===== src/rtl/cda_pkg.sv =====
// Shared defaults and state codes for the Canberra distance accumulator.
package cda_pkg;

	localparam int ELEMENT_WIDTH_DEF      = 16;
	localparam int QUOTIENT_FRAC_BITS_DEF = 16;
	localparam int SUM_WIDTH_DEF          = 32;

	localparam int OUT_WIDTH = 32;

	localparam int ST_W = 2;
	localparam logic [ST_W-1:0] ST_IDLE = 2'd0;
	localparam logic [ST_W-1:0] ST_DIV  = 2'd1;
	localparam logic [ST_W-1:0] ST_ACC  = 2'd2;

endpackage


===== src/rtl/cda_divider.sv =====
// Restoring divider, one quotient bit per cycle, for num <= den ratios.
module cda_divider #(
	parameter int ELEMENT_WIDTH      = cda_pkg::ELEMENT_WIDTH_DEF,
	parameter int QUOTIENT_FRAC_BITS = cda_pkg::QUOTIENT_FRAC_BITS_DEF
) (
	input  logic                          clk,
	input  logic                          arst_n,
	input  logic                          start,
	input  logic [ELEMENT_WIDTH:0]        num,
	input  logic [ELEMENT_WIDTH:0]        den,
	output logic [QUOTIENT_FRAC_BITS:0]   quot,
	output logic                          done
);

	localparam int MW = ELEMENT_WIDTH + 1;
	localparam int QW = QUOTIENT_FRAC_BITS + 1;
	localparam int CW = $clog2(QUOTIENT_FRAC_BITS);
	localparam logic [CW-1:0] CNT_LAST = CW'(QUOTIENT_FRAC_BITS - 1);

	logic [MW-1:0] rem_q;
	logic [MW-1:0] den_q;
	logic [QW-1:0] quot_q;
	logic [CW-1:0] cnt_q;
	logic          busy_q;
	logic          done_q;

	logic [MW:0]   rem_x2;
	logic [MW:0]   rem_sub;
	logic          step_ge;
	logic          init_ge;

	// num <= den, so the integer bit comes from one compare at start
	assign init_ge = (num >= den);
	assign rem_x2  = {rem_q, 1'b0};
	assign rem_sub = rem_x2 - {1'b0, den_q};
	assign step_ge = (rem_x2 >= {1'b0, den_q});

	always_ff @(posedge clk or negedge arst_n) begin
		if (!arst_n) begin
			busy_q <= 1'b0;
			done_q <= 1'b0;
			cnt_q  <= '0;
		end else begin
			done_q <= 1'b0;
			if (start) begin
				busy_q <= 1'b1;
				cnt_q  <= '0;
			end else if (busy_q) begin
				cnt_q <= cnt_q + 1'b1;
				if (cnt_q == CNT_LAST) begin
					busy_q <= 1'b0;
					done_q <= 1'b1;
				end
			end
		end
	end

	always_ff @(posedge clk) begin
		if (start) begin
			den_q  <= den;
			rem_q  <= init_ge ? (num - den) : num;
			quot_q <= {{(QW-1){1'b0}}, init_ge};
		end else if (busy_q) begin
			rem_q  <= step_ge ? rem_sub[MW-1:0] : rem_x2[MW-1:0];
			quot_q <= {quot_q[QW-2:0], step_ge};
		end
	end

	assign quot = quot_q;
	assign done = done_q;

endmodule


===== src/rtl/canberra_distance_accumulator.sv =====
// Canberra distance accumulator top level.
// An element pair goes from request through the serial divider, which makes one
// quotient bit a cycle, and the accumulate state to the sum update; in_stall
// holds off the next pair until then. A result on a last pair waits in the output
// register while the next pair is taken.
// Reset clears the running sum, the overflow flag and all handshake state.
module canberra_distance_accumulator #(
	parameter int ELEMENT_WIDTH      = cda_pkg::ELEMENT_WIDTH_DEF,
	parameter int QUOTIENT_FRAC_BITS = cda_pkg::QUOTIENT_FRAC_BITS_DEF,
	parameter int SUM_WIDTH          = cda_pkg::SUM_WIDTH_DEF
) (
	input  logic                              clk,
	input  logic                              arst_n,
	input  logic                              in_valid,
	output logic                              in_stall,
	input  logic signed [ELEMENT_WIDTH-1:0]   a_value,
	input  logic signed [ELEMENT_WIDTH-1:0]   b_value,
	input  logic                              last,
	output logic                              out_valid,
	input  logic                              out_stall,
	output logic [cda_pkg::OUT_WIDTH-1:0]     distance,
	output logic                              saturated
);

	localparam int MW = ELEMENT_WIDTH + 1;
	localparam int QW = QUOTIENT_FRAC_BITS + 1;
	localparam int OW = cda_pkg::OUT_WIDTH;
	localparam int DW = (SUM_WIDTH > OW) ? SUM_WIDTH : OW;

	logic [cda_pkg::ST_W-1:0] state_q;
	logic [SUM_WIDTH-1:0]     sum_q;
	logic                     ovf_q;
	logic                     last_q;
	logic                     den_zero_q;
	logic                     out_valid_q;
	logic [OW-1:0]            distance_q;
	logic                     saturated_q;

	logic                     accept;
	logic signed [MW-1:0]     a_ext;
	logic signed [MW-1:0]     b_ext;
	logic signed [MW-1:0]     diff;
	logic [MW-1:0]            num;
	logic [MW-1:0]            mag_a;
	logic [MW-1:0]            mag_b;
	logic [MW-1:0]            den;
	logic [QW-1:0]            quot;
	logic                     div_done;

	logic [SUM_WIDTH:0]       sum_add;
	logic [SUM_WIDTH-1:0]     sum_fin;
	logic                     ovf_fin;
	logic [DW-1:0]            sum_ext;
	logic                     hi_nz;
	logic                     acc_go;

	assign in_stall = (state_q != cda_pkg::ST_IDLE);
	assign accept   = in_valid && !in_stall;

	assign a_ext = MW'(a_value);
	assign b_ext = MW'(b_value);
	assign diff  = a_ext - b_ext;
	assign num   = diff[MW-1]  ? MW'(-diff)  : MW'(diff);
	assign mag_a = a_ext[MW-1] ? MW'(-a_ext) : MW'(a_ext);
	assign mag_b = b_ext[MW-1] ? MW'(-b_ext) : MW'(b_ext);
	assign den   = mag_a + mag_b;

	cda_divider #(
		.ELEMENT_WIDTH      (ELEMENT_WIDTH),
		.QUOTIENT_FRAC_BITS (QUOTIENT_FRAC_BITS)
	) u_div (
		.clk    (clk),
		.arst_n (arst_n),
		.start  (accept),
		.num    (num),
		.den    (den),
		.quot   (quot),
		.done   (div_done)
	);

	// saturating accumulate; a zero denominator adds nothing
	always_comb begin
		sum_add = {1'b0, sum_q} + (SUM_WIDTH+1)'(quot);
		sum_fin = sum_q;
		ovf_fin = ovf_q;
		if (!den_zero_q) begin
			if (sum_add[SUM_WIDTH]) begin
				sum_fin = '1;
				ovf_fin = 1'b1;
			end else begin
				sum_fin = sum_add[SUM_WIDTH-1:0];
			end
		end
		sum_ext = DW'(sum_fin);
		hi_nz   = |(sum_ext >> OW);
	end

	// a last pair waits until the output register is free
	assign acc_go = (state_q == cda_pkg::ST_ACC) && !(last_q && out_valid_q && out_stall);

	always_ff @(posedge clk or negedge arst_n) begin
		if (!arst_n) begin
			state_q     <= cda_pkg::ST_IDLE;
			sum_q       <= '0;
			ovf_q       <= 1'b0;
			out_valid_q <= 1'b0;
		end else begin
			out_valid_q <= (acc_go && last_q) || (out_valid_q && out_stall);
			case (state_q)
				cda_pkg::ST_IDLE: begin
					if (accept)
						state_q <= cda_pkg::ST_DIV;
				end
				cda_pkg::ST_DIV: begin
					if (div_done)
						state_q <= cda_pkg::ST_ACC;
				end
				cda_pkg::ST_ACC: begin
					if (acc_go) begin
						state_q <= cda_pkg::ST_IDLE;
						if (last_q) begin
							sum_q <= '0;
							ovf_q <= 1'b0;
						end else begin
							sum_q <= sum_fin;
							ovf_q <= ovf_fin;
						end
					end
				end
				default: state_q <= cda_pkg::ST_IDLE;
			endcase
		end
	end

	always_ff @(posedge clk) begin
		if (accept) begin
			last_q     <= last;
			den_zero_q <= (den == '0);
		end
		if (acc_go && last_q) begin
			distance_q  <= hi_nz ? {OW{1'b1}} : sum_ext[OW-1:0];
			saturated_q <= ovf_fin | hi_nz;
		end
	end

	assign out_valid = out_valid_q;
	assign distance  = distance_q;
	assign saturated = saturated_q;

endmodule

===== config.mk =====
export PLATFORM = sky130hd
export DESIGN_NAME = canberra_distance_accumulator
export DESIGN_NICKNAME = d
export VERILOG_FILES = /design/src/rtl/cda_pkg.sv /design/src/rtl/cda_divider.sv /design/src/rtl/canberra_distance_accumulator.sv
export SDC_FILE = /design/constraint.sdc
export NUM_CORES = 1
export LEC_CHECK = 0
export BUFFER_PORTS_ARGS = -buffer_cell sky130_fd_sc_hd__buf_2
export CAP_MARGIN = 20
export CORE_ASPECT_RATIO = 1.1
export CORE_MARGIN = 3
export CORE_UTILIZATION = 48
export DETAILED_ROUTE_END_ITERATION = 8
export PLACE_DENSITY_LB_ADDON = 0.3
export SLEW_MARGIN = 20
export SYNTH_ARGS = -nofsm -noshare
export SYNTH_HDL_FRONTEND = slang
export SYNTH_SLANG_ARGS = --single-unit

===== constraint.sdc =====
create_clock -name clk -period 8.9 [get_ports clk]
set_input_delay 1.78 -clock clk [delete_from_list [all_inputs] [get_ports clk]]
set_output_delay 1.78 -clock clk [all_outputs]
set_load 0.005 [all_outputs]

; ---- After elaboration in Yosys (flattened, before gate mapping)
; Cells that the tools add are included.
[totals]
memories = 0
latchBits = 0
inputBits = 37
reg_bits = 128
out_inout_bits = 35
romBits = 0
elab_cells = 74
mem_bits_rw = 0
[op_classes]
mux = 27
mul = 0
n_shift = 0
eq_ne = 6
div = 0
n_reduce_logical = 15
magnitude_cmp = 2
n_bitwise = 0
add_sub_neg = 9
[ops]
columns = op, count
row1 = $mux 17, 7
row2 = $mux 32, 3
row3 = $neg 16->17, 2
row4 = $sub 17x17->17, 2
row5 = $add 32x17->33, 1
row6 = $ge 18x17->1, 1
row7 = $add 17x17->17, 1
row8 = $ge 17x17->1, 1
row9 = $logic_not 17->1, 1
row10 = $neg 17->17, 1
row11 = $sub 16x16->17, 1
row12 = $mux 1, 11
row13 = $mux 4, 2
row14 = $logic_and 1x1->1, 6
row15 = $mux 2, 3
row16 = $pmux 2 s3, 1
row17 = $add 4x1->4 const B, 1
row18 = $eq 4x4->1 const B, 1
row19 = $ne 2x2->1 const B, 2
row20 = $reduce_bool 2->1, 2
row21 = $reduce_and 3->1, 1
row22 = $eq 2x1->1 const B, 1
row23 = $eq 2x2->1 const B, 1
row24 = $logic_not 1->1, 2
row25 = 4 further kinds, 4

; ---- Longest topological paths before layout
; Gate-level depths: netlist of run 1.
[depth]
depth_word = 6
mapped_depth = 22
mapped_depth_nobuf = 22

; ---- Hierarchy
; A second synthesis of run 1 with hierarchy kept.
[unflattened]
hier_cells = 1285
area_unflattened_um2 = 10916.7
[by_module_without_submodules]
columns = mod, seq_area_each_um2, instances, cells_each, area_per_inst_um2
row1 = canberra_distance_accumulator, 1951.9, 1, 784, 6487.5
row2 = cda_divider, 1521.5, 1, 501, 4429.2

; ---- Least setup slack after synthesis of run 1
; Ideal clock, no wire load.
[synth_path]
kind = input -> register
start = in a_value[0]
end = reg u_div.rem_q[16] (data pin)
path_slack_ns = 2.720
n_path_buf = 1
cell_stages = 19
arrival_ns = 6.028
required_time_ns = 8.748
path_cell_list = inv_1 -> ha_1 -> fa_1 -> nand2b_1 -> a21o_1 -> a21oi_1 -> mux2_2 -> or4_4 -> o31ai_1 -> xor2_1 -> inv_1 -> ha_1 -> nand4_1 -> o41ai_1 -> a31o_2 -> a21oi_1 -> clkbuf_1 -> nand4_1 -> a31oi_1
[synth_via]
elab_chain_cells = 6
word_cells_on_any_way = 10
[synth_rtl]
columns = element, line_no
row1 = from (decl), canberra_distance_accumulator.sv:16  ; input logic signed [ELEMENT_WIDTH-1:0] a_value,
row2 = $sub 16x16->17 or $neg 16->17 (tied branches), "canberra_distance_accumulator.sv:62, canberra_distance_accumulator.sv:64"
row3 = $neg 17->17 or $mux 17 (tied branches), "canberra_distance_accumulator.sv:63, canberra_distance_accumulator.sv:64"
row4 = $mux 17 or $add 17x17->17 (tied branches), "canberra_distance_accumulator.sv:63, canberra_distance_accumulator.sv:66"
row5 = $sub 17x17->17 or $ge 17x17->1 (tied branches), "cda_divider.sv:61, cda_divider.sv:33"
row6 = $mux 17 *, cda_divider.sv:61  ; rem_q <= init_ge ? (num - den) : num;
row7 = $mux 17 *, cda_divider.sv:59  ; if (start) begin
row8 = to (signal assigned), cda_divider.sv:61
row9 = to (signal assigned), cda_divider.sv:64  ; rem_q <= step_ge ? rem_sub[MW-1:0] : rem_x2[MW-1:0];
row10 = to (decl), cda_divider.sv:20  ; logic [MW-1:0] rem_q;
; Every way passes the cells marked *; elsewhere a longest branch is shown, timed or not.
; A chain may end at the register's enable or synchronous reset.

; ---- Worst setup path in the final report of run 1
[layout_path]
start = in a_value[0]
end = reg u_div.rem_q[14] (data pin)
; Same word-level chain as after synthesis.

==> results of run 1 <==
state kept, by name, indices dropped and copies added, names as in the netlist:
signal        count
u_div.rem_q      17
u_div.busy_q      1
u_div.cnt_q       4
out_valid         1
last_q            1
state_q           2
sum_q            32
u_div.den_q      17
u_div.quot       17
distance         32
den_zero_q        1
saturated         1
ovf_q             1
u_div.done        1
per-layer routing:
metal	part of all wire [%]	routed length, microns	vias up
met1	43	11400	4407
li1	-	-	4680
met4	2.4	651	0
met5	0	0	-
met2	51	13500	251
met3	3.9	1040	42
kinds of logic (layout without fill, tap and decap cells):
kind of cell	count (synthesis)	count (layout)
flops	128	128
xor+xnor	93	93
other cells	1	1
buf+inv	131	205
mux	30	30
simple gates	378	378
compound gates	380	380
fa+ha+maj	91	91
critical path: stages:
cell      delay [ps]
buf_2             90
inv_1             90
ha_1             230
fa_1             400
nand2b_1         220
a21o_1           210
a21oi_1          310
mux2_2           390
or4_4            570
o31ai_1          350
xor2_1           300
inv_1             70
ha_1             370
nand4_1          110
o41ai_1          370
a31o_2           180
a21o_1           310
nor2_1           180
a221oi_1         340
per-stage QoR:
stage | area [sq um] | worst slack, ps | hold WS (ps) | utilization, %
4_1_cts | 11900 | 2300 | 483 | 55.1
3_3_place_gp | 11300 | 1940 | 465 | 52.4
3_5_place_dp | 11300 | 1900 | 471 | 52.4
5_1_grt | 11900 | 1890 | 502 | 55.1
6_report | 11900 | 2250 | 484 | 55.1
2_1_floorplan | 10700 | 2720 | 446 | -
worst max-delay path by stage:
stage               start         endpoint  depth (start not counted)
3_3_place_gp   a_value[0]  u_div.rem_q[14]                         19
4_1_cts        a_value[0]  u_div.rem_q[14]                         19
3_5_place_dp   a_value[0]  u_div.rem_q[14]                         18
5_1_grt        a_value[3]  u_div.rem_q[14]                         22
6_report       a_value[0]  u_div.rem_q[14]                         19
2_1_floorplan  a_value[0]  u_div.rem_q[16]                         19
layout by cell type, fill, tap and decap left out, types with 7 or more instances in the layout:
| cell type | count |
|---|---|
| a211oi_1 | 11 |
| a21o_1 | 29 |
| a21oi_1 | 95 |
| a22o_1 | 22 |
| a31o_2 | 7 |
| a31oi_1 | 13 |
| and3_1 | 22 |
| buf_2 | 71 |
| buf_4 | 10 |
| clkbuf_16 | 17 |
| dfrtp_1 | 42 |
| dfxtp_1 | 16 |
| edfxtp_1 | 70 |
| ha_1 | 86 |
| inv_1 | 91 |
| mux2i_1 | 22 |
| nand2_1 | 83 |
| nand2b_1 | 15 |
| nand3_1 | 42 |
| nand4_1 | 10 |
| nor2_1 | 87 |
| nor2b_1 | 27 |
| nor3_1 | 33 |
| nor4_1 | 13 |
| o2111ai_1 | 8 |
| o211ai_1 | 10 |
| o21a_1 | 20 |
| o21ai_0 | 64 |
| o21ai_1 | 17 |
| o21bai_1 | 9 |
| o31ai_1 | 10 |
| o41ai_1 | 8 |
| or2_2 | 8 |
| or3_1 | 11 |
| xnor2_1 | 61 |
| xor2_1 | 32 |
report_power, final:
part | leakage, nW | switching, W | total [W] | internal (W)
combinational | 3.55 | 0.00109 | 0.00188 | 0.000783
clock | 0.285 | 0.000250 | 0.000685 | 0.000435
sequential | 1.35 | 0.000121 | 0.000952 | 0.000832
layout make-up:
| class | instances | area [sq um] |
|---|---|---|
| Tap cell | 290 | 363 |
| Timing Repair Buffer | 81 | 430 |
| Inverter | 92 | 345 |
| Clock buffer | 19 | 433 |
| Fill cell | 1962 | 9720 |
| Multi-Input combinational cell | 973 | 6740 |
| Clock inverter | 13 | 148 |
| Sequential cell | 128 | 3470 |
==> impl_metrics.py, run 1 <==
metrics = {
    "clock_tree": {
        "clockRootBuffer": "clkbuf_16",
        "cts_tree": "done",
        "h-tree-depth": 4,
        "clockBufferDepth": 2,
        "postCtsHoldBufs": 0,
        "path_clk_slew_ps": 60,
        "worst_skew_pair.late_latency_ps": 420,
        "cts_setup_buffers": 0,
        "cts_resized": 0,
        "cts_buffers": 17,
        "clock_sinks": 128,
    },
    "timing": {
        "slew_headroom_pct": 29.7,
        "min_period_ps": 6650,
        "setup_viol": 0,
        "fmax_mhz": 150,
        "tightest_slew_ps": 1050,
        "slew_violations": 0,
        "finClkSkew_ps": 8.76,
        "timing.setup.tns_ps": 0,
        "hold_viol": 0,
        "rsz0062_at_grt": "no",
        "period_share_pct": 74.8,
    },
    "global_routing": {
        "grt_busiest_layer": "met2",
        "first_global_vias": 9237,
        "grt_start_max_net_pins": 59,
        "overflow": 0,
        "antenna_found_initial": 0,
        "grt_use_met1_pct": 27.5,
        "grtUsageMet3_pct": 2.89,
        "grt_use_met2_pct": 40.8,
        "grt_pass1_wl_mm": 45.1,
        "grt.total_usage_pct": 22.6,
    },
    "synthesis": {
        "ys_seq_elements": 128,
        "yosys.area_share.simple_pct": 17.6,
        "ys_types": 74,
        "muxShareOfSynthArea_pct": 2.90,
        "synth_common_cells": "a21oi_1 (95), inv_1 (92), nor2_1 (88)",
        "synth_top_family_by_area": "compound AO/OA/AOI/OAI gates",
        "synth_edf_count": 70,
        "synth_compound_area_share_pct": 23.7,
        "synth.area.top_cells": "edfxtp_1 (20%), ha_1 (10%), dfrtp_1 (9.8%), xnor2_1 (5.0%), a21oi_1 (4.4%)",
        "netlist.area_leader.share_pct": 19.6,
        "syn_area_per_cell_sq_um": 8.69,
        "synthXorXnorAreaFrac_pct": 7.61,
        "synth_nets": 1360,
        "ys_warn_count": 0,
        "synthAdderAreaFrac_pct": 11.0,
        "yosysMostFrequentCell": "a21oi_1",
        "synth_area_leader_cell": "edfxtp_1",
        "syn-instance-count": 1232,
        "syn-cell-area_sq_um": 10700,
        "ys.flop_type": "edfxtp_1",
        "async_flop_share_pct": 32.8,
        "yosysSeqAreaShare_pct": 32.5,
    },
    "placed_design": {
        "port_buffers": 71,
        "place.gp.congestion": 0.919,
        "dp_hpwl_mm": 20.4,
        "dp.cells": 1564,
    },
    "finish": {
        "instances_no_fill": 1596,
        "finalNetCount": 1421,
        "drive_above_1_share_pct": 10.4,
        "area_growth_pct": 11.4,
        "insertedDiodeCount": 0,
    },
    "pwr": {
        "power_w": 0.00351,
        "worst_ir_drop_vdd_uv": 173,
        "power_leakage_nw": 5.19,
        "power.density_nw_per_um2": 295,
    },
    "floorplanning": {
        "dieArea_sq_um": 24100,
        "num_rows": 56,
        "die_w_microns": 148,
        "core-area_sq_um": 21700,
        "boundaryPins": 72,
        "die_y_microns": 163,
        "initial_utilization_pct": 49.4,
    },
    "critical_path": {
        "worstRegToRegCells": 9,
        "cp-start-kind": "primary input",
        "rrSetupSlack_ps": 5060,
        "endpoint_kind": "flop",
        "cp.arrival_ps": 6880,
        "crit_fanout": 9,
        "reg2reg_to": "u_div.rem_q[13]",
        "r2r-start": "u_div.rem_q[1]",
        "critPathKind": "primary input to flop",
        "worstPathRequired_ps": 9130,
    },
    "route": {
        "vias": 9380,
        "drtPass1Iterations": 5,
        "drc": 0,
        "wirelength_mm": 26.6,
        "viasPerCell": 5.88,
        "wl_per_cell_microns": 16.7,
        "drt_iter0_drc": 431,
        "ant_nets": 0,
    },
    "hold_path": {
        "hold_depth": 2,
        "hold_end": "out_valid",
        "min-delay-start": "out_valid",
        "hold_path.class": "flop to flop",
    },
    "run": {
        "cap_viol_max_count": 0,
    },
    "status": {
        "status": "completed",
    },
}
No activity file was read; power rests on OpenSTA's default activity.
==> inputs of run 2 (changes only) <==
--- a/config.mk
+++ b/config.mk
@@ -5,6 +5,7 @@
 export SDC_FILE = /design/constraint.sdc
 export NUM_CORES = 1
 export LEC_CHECK = 0
+export ABC_AREA = 1
 export BUFFER_PORTS_ARGS = -buffer_cell sky130_fd_sc_hd__buf_2
 export CAP_MARGIN = 20
 export CORE_ASPECT_RATIO = 1.1
==> constraint.sdc (replaced) <==
create_clock -name clk -period 6 [get_ports clk]
set_input_delay 1.2 -clock clk [delete_from_list [all_inputs] [get_ports clk]]
set_output_delay 1.2 -clock clk [all_outputs]
set_load 0.005 [all_outputs]
==> run 2 against run 1 <==
Net effect: synthesized cell count up 34%; critical endpoint is now u_div.rem_q[15]; via count up 16%; critical path type unchanged; non-clock buffer count up 2.
==> impl_metrics.py, run 2 <==
metrics = {
    "status": {
        "status": "completed",
    },
    "critical_path": {
        "path_delay_family": "simple AND/OR/NAND/NOR gates",
        "critPathSlowestCell": "or3_1",
        "critPathKind": "primary input to flop",
        "reg2reg_to": "sum_q[28]",
        "rrSetupSlack_ps": 3140,
        "cp-start-kind": "primary input",
        "cp.arrival_ps": 5650,
        "max_stage_delay_ps": 390,
        "crit_fanout": 8,
        "r2r-start": "sum_q[0]",
        "worstRegToRegCells": 12,
        "worstPathRequired_ps": 6170,
        "cp_num_buf_inv": 6,
        "endpoint_kind": "flop",
    },
    "synthesis": {
        "syn_area_per_cell_sq_um": 6.89,
        "netlist.area_leader.share_pct": 18.5,
        "ys.flop_type": "edfxtp_1",
        "yosysSeqAreaShare_pct": 30.5,
        "syn-cell-area_sq_um": 11400,
        "async_flop_share_pct": 32.8,
        "ys_types": 59,
        "ys_warn_count": 0,
        "synth_edf_count": 70,
        "synth_nets": 1780,
        "ys_seq_elements": 128,
        "synth.area.top_cells": "edfxtp_1 (18%), nand2_1 (15%), ha_1 (9.4%), dfrtp_1 (9.2%), inv_1 (8.0%)",
        "syn-instance-count": 1652,
        "synth_common_cells": "nand2_1 (461), inv_1 (242), nor2_1 (134)",
        "synth_area_leader_cell": "edfxtp_1",
        "yosysMostFrequentCell": "nand2_1",
    },
    "route": {
        "wirelength_mm": 28.8,
        "drtPass1Iterations": 5,
        "drc": 0,
        "viasPerCell": 5.32,
        "drt_iter0_drc": 599,
        "ant_nets": 0,
        "vias": 10900,
        "wl_per_cell_microns": 14.1,
    },
    "pwr": {
        "worst_ir_drop_vdd_uv": 235,
        "netSwitchingPower_w": 0.00320,
        "power_leakage_nw": 6.47,
        "p_int_w": 0.00328,
        "power_w": 0.00648,
        "seq_power_share_pct": 23.1,
        "combPwrFrac_pct": 61.5,
        "switching_share_pct": 49.4,
        "power.share.clock_pct": 15.4,
        "power.density_nw_per_um2": 512,
    },
    "finish": {
        "mostFrequentLayoutCells": "nand2_1 (460), inv_1 (241), nor2_1 (133)",
        "finalNetCount": 1855,
        "final_common_cell": "nand2_1",
        "drive_above_1_share_pct": 9.83,
        "insertedDiodeCount": 0,
        "area_growth_pct": 11.2,
        "final_cell_area_sq_um": 12700,
    },
    "placed_design": {
        "dpl_worst_slack_ps": -57.1,
        "place.gp.congestion": 0.982,
        "port_buffers": 71,
        "dp_hpwl_mm": 22.7,
        "place_area_sq_um": 12100,
    },
    "global_routing": {
        "grt_pass1_wl_mm": 48.8,
        "grt.total_usage_pct": 22.5,
        "overflow": 0,
        "antenna_found_initial": 0,
        "grt_start_max_net_pins": 45,
        "first_global_vias": 10500,
    },
    "run": {
        "cap_viol_max_count": 0,
    },
    "clock_tree": {
        "cts_buffers": 17,
        "clockRootBuffer": "clkbuf_16",
        "worst_skew_pair.late_latency_ps": 430,
        "clockBufferDepth": 2,
        "cts_tree": "done",
        "cts_setup_buffers": 0,
        "clock_sinks": 128,
        "path_clk_slew_ps": 60,
        "postCtsHoldBufs": 0,
        "cts_resized": 0,
        "h-tree-depth": 4,
    },
    "timing": {
        "period_share_pct": 91.4,
        "rsz0062_at_grt": "no",
        "fmax_mhz": 182,
        "finClkSkew_ps": 10.1,
        "timing.setup.tns_ps": 0,
        "fin_ws_ps": 516,
        "slew_headroom_pct": 46.5,
        "hold_viol": 0,
        "min_period_ps": 5480,
        "setup_viol": 0,
        "tightest_slew_ps": 803,
        "slew_violations": 0,
    },
    "hold_path": {
        "min-delay-start": "u_div.done",
        "hold_path.class": "flop to flop",
        "hold_end": "state_q[0]",
        "hold_depth": 1,
    },
    "floorplanning": {
        "initial_utilization_pct": 49.3,
        "num_rows": 58,
        "dieArea_sq_um": 25600,
        "core-area_sq_um": 23100,
        "die_w_microns": 153,
        "boundaryPins": 72,
        "die_y_microns": 168,
    },
}
-- run 2: cell count changes after synthesis, sizes merged, moves of 27 or more --
cell   previous run  this run
inv              92       248
nand2            83       472
nand3            42       128
nor2             88       141
nor2b            27         0
o21ai            81       111
xnor2            61        23
-- run 2: layer usage --
layer  GRT usage [%]  vias up  routed length (microns)
met5               0        -                        0
met4            9.10        0                      943
met3            2.66       69                     1100
met2            39.6      271                    14000
met1            28.1     4948                    12800
li1                -     5572                        -
-- run 2: cell families (layout without fill, tap and decap cells) --
family,count (synthesis),in the layout,share of synthesized area (%)
buffers and inverters,281,369,9.72
AOI/OAI and AO/OA,244,244,12.0
other,1,1,0.0329
and+or+nand+nor,832,832,31.7
xor gates and xnor gates,75,75,5.77
DFF,128,128,30.5
adders and majority gates,91,91,10.3
-- run 2: worst max path at each step --
stage,startpoint,to,slack (ps),cells past startpoint
final,a_value[1],u_div.rem_q[15],520,27
after global routing,a_value[1],u_div.rem_q[16],30,27
after CTS,b_value[1],u_div.rem_q[16],370,26
after detailed placement,b_value[1],u_div.rem_q[16],-60,26
after global placement,a_value[1],u_div.rem_q[15],230,26
after floorplan,a_value[1],u_div.rem_q[12],1000,29
-- run 2: cell type report --
type | count | area [sq um]
clock buffer | 17 | 425
clock inverter | 15 | 146
fill | 2225 | 10400
inverter | 253 | 956
multi-input combinational | 1243 | 6830
sequential | 128 | 3470
tap | 300 | 375
timing repair buffer | 83 | 448
timing repair inverter | 1 | 7.51
-- run 2: per-stage QoR --
step	cells	hold slack, ps	utilization (%)
floorplan	1652	432	-
global placement	2007	439	52.2
detailed placement	2007	458	52.2
CTS	2039	466	54.7
global route	2040	495	54.9
finish	2040	461	54.9
-- run 2: power groups by stage --
stage / combinational, W / sequential (W) / clock, W
after global placement: 0.00384 / 0.00151 / 0
after detailed placement: 0.00390 / 0.00151 / 0
after CTS: 0.00394 / 0.00150 / 0.00101
after global routing: 0.00456 / 0.00153 / 0.00105
after floorplan: 0.00312 / 0.00144 / 0
final: 0.00399 / 0.00150 / 0.00100
==> inputs of run 3 (changes only) <==
--- a/config.mk
+++ b/config.mk
@@ -8,9 +8,11 @@
 export ABC_AREA = 1
 export BUFFER_PORTS_ARGS = -buffer_cell sky130_fd_sc_hd__buf_2
 export CAP_MARGIN = 20
+export CELL_PAD_IN_SITES_DETAIL_PLACEMENT = 1
+export CELL_PAD_IN_SITES_GLOBAL_PLACEMENT = 2
 export CORE_ASPECT_RATIO = 1.1
 export CORE_MARGIN = 3
-export CORE_UTILIZATION = 48
+export CORE_UTILIZATION = 32
 export DETAILED_ROUTE_END_ITERATION = 8
 export PLACE_DENSITY_LB_ADDON = 0.3
 export SLEW_MARGIN = 20
==> run 3 against run 2 <==
Net effect: total power grew 4.0%; sequential share of layout area shrank 0.50 points; largest power group unchanged; global-route usage shrank 2.8 points.
==> impl_metrics.py, run 3 (same netlist as run 2, synthesis figures left out) <==
metrics = {
    "finish": {
        "drive_above_1_share_pct": 9.91,
        "instances_no_fill": 2183,
        "final_cell_area_sq_um": 12900,
        "finalNetCount": 1860,
        "insertedDiodeCount": 0,
        "area_growth_pct": 13.3,
        "final_common_cell": "nand2_1",
        "mostFrequentLayoutCells": "nand2_1 (461), inv_1 (241), nor2_1 (133)",
        "nFillCells": 4451,
    },
    "global_routing": {
        "overflow": 0,
        "grt_use_met2_pct": 37.4,
        "grt_busiest_layer": "met2",
        "grt_start_max_net_pins": 45,
        "grt_use_met1_pct": 22.0,
        "first_global_vias": 11800,
        "grt.total_usage_pct": 19.7,
        "grtUsageMet3_pct": 2.22,
        "antenna_found_initial": 0,
        "grt_pass1_wl_mm": 59.4,
    },
    "clock_tree": {
        "clockBufferDepth": 2,
        "clock_sinks": 128,
        "h-tree-depth": 4,
        "cts_tree": "done",
        "cts_buffers": 17,
        "worst_skew_pair.late_latency_ps": 440,
        "path_clk_slew_ps": 60,
        "postCtsHoldBufs": 0,
        "clockRootBuffer": "clkbuf_16",
    },
    "timing": {
        "setup_viol": 0,
        "finClkSkew_ps": 12.3,
        "slew_headroom_pct": 40.7,
        "fin_ws_ps": 496,
        "slew_violations": 0,
        "min_period_ps": 5500,
        "period_share_pct": 91.7,
        "hold_viol": 0,
        "rsz0062_at_grt": "no",
        "fmax_mhz": 182,
        "tightest_slew_ps": 888,
    },
    "floorplanning": {
        "boundaryPins": 72,
        "num_rows": 71,
        "core-area_sq_um": 34600,
        "die_w_microns": 186,
        "dieArea_sq_um": 37900,
        "die_y_microns": 204,
        "initial_utilization_pct": 32.9,
    },
    "route": {
        "drt_iter0_drc": 362,
        "wl_per_cell_microns": 16.5,
        "drtPass1Iterations": 4,
        "ant_nets": 0,
        "viasPerCell": 4.97,
        "wirelength_mm": 36.0,
        "drc": 0,
        "vias": 10800,
    },
    "run": {
        "cap_viol_max_count": 0,
    },
    "hold_path": {
        "hold_path.class": "flop to flop",
    },
    "pwr": {
        "p_int_w": 0.00338,
        "seq_power_share_pct": 22.5,
        "power.share.clock_pct": 15.7,
        "worst_ir_drop_vdd_uv": 250,
        "switching_share_pct": 49.9,
        "netSwitchingPower_w": 0.00337,
        "power_leakage_nw": 6.52,
        "combPwrFrac_pct": 61.8,
        "power.density_nw_per_um2": 523,
    },
    "critical_path": {
        "crit_fanout": 16,
        "critPathKind": "primary input to flop",
        "critPathSlowestCell": "or3_1",
        "endpoint_kind": "flop",
        "cp-start-kind": "primary input",
        "cp_common_cell": "nand2_1",
        "cp.arrival_ps": 5670,
        "worstPathRequired_ps": 6170,
        "max_stage_delay_ps": 360,
    },
    "placed_design": {
        "port_buffers": 71,
        "place_area_sq_um": 12300,
        "dp_hpwl_mm": 29.9,
        "dpl_worst_slack_ps": -161,
        "dp.cells": 2150,
        "place.gp.congestion": 0.871,
    },
    "status": {
        "status": "completed",
    },
}
[run 3: cell count changes in the layout (fill, tap and decap cells not counted), moves of 2 or more]
cell and delta:
inv_4 +2, clkinvlp_4 -2, inv_8 -5, buf_4 +4
clkinv_4 +2, clkbuf_16 +2
[run 3: path summary, 6_finish.rpt]
path	cells past startpoint	slack [ps]	start	endpoint
min	1	460	u_div.done	state_q[0]
min in group asynchronous	2	860	arst_n	sum_q[5]
max in group asynchronous	2	4730	arst_n	sum_q[31]
min reg2reg	1	460	u_div.done	state_q[0]
max	29	500	a_value[1]	u_div.rem_q[5]
max reg2reg	12	3170	sum_q[0]	sum_q[28]
[run 3: timing repair]
action                                  CTS  global route
resized for setup                         0             3
setup buffers                             0             1
endpoints found under the setup margin    0            17
[run 3: final cells by class]
type                            instances  area (sq um)  area share, %
Timing Repair Buffer                   89           503           3.90
Inverter                              253           956           7.41
Multi-Input combinational cell       1243          6820           52.9
Clock buffer                           19           475           3.69
Tap cell                              438           548           4.25
Sequential cell                       128          3470           26.9
Clock inverter                         13           123          0.951
[run 3: power groups by stage]
stage | combinational, W | sequential (W) | clock (W)
floorplan | 0.00312 | 0.00144 | 0
global placement | 0.00412 | 0.00153 | 0
detailed placement | 0.00419 | 0.00154 | 0
CTS | 0.00422 | 0.00152 | 0.00108
global route | 0.00481 | 0.00155 | 0.00111
finish | 0.00417 | 0.00152 | 0.00106
[run 3: metrics by stage]
| step | hold WS, ps | power [W] | util [%] | TNS, ps |
|---|---|---|---|---|
| after CTS | 464 | 0.00682 | 37.1 | 0 |
| after detailed placement | 454 | 0.00572 | 35.4 | -1640 |
| after global routing | 499 | 0.00748 | 37.2 | 0 |
| final | 461 | 0.00675 | 37.2 | 0 |
| after floorplan | 432 | 0.00457 | - | 0 |
| after global placement | 449 | 0.00565 | 35.4 | 0 |
[run 3: per-layer routing]
metal  wire length (microns)  vias up  share of wire, %
met2                   18600      140                52
li1                        -     5572                 -
met3                     655       67               1.8
met4                    1280        0               3.6
met5                       0        -                 0
met1                   15400     5066                43
[run 3: critical path, delay by kind of cell]
kind / cells / cell delay, ps
xor gates and xnor gates: 1 / 60
buffers and inverters: 5 / 570
adders and majority gates: 3 / 840
AOI/OAI and AO/OA: 1 / 240
and+or+nand+nor: 19 / 2750
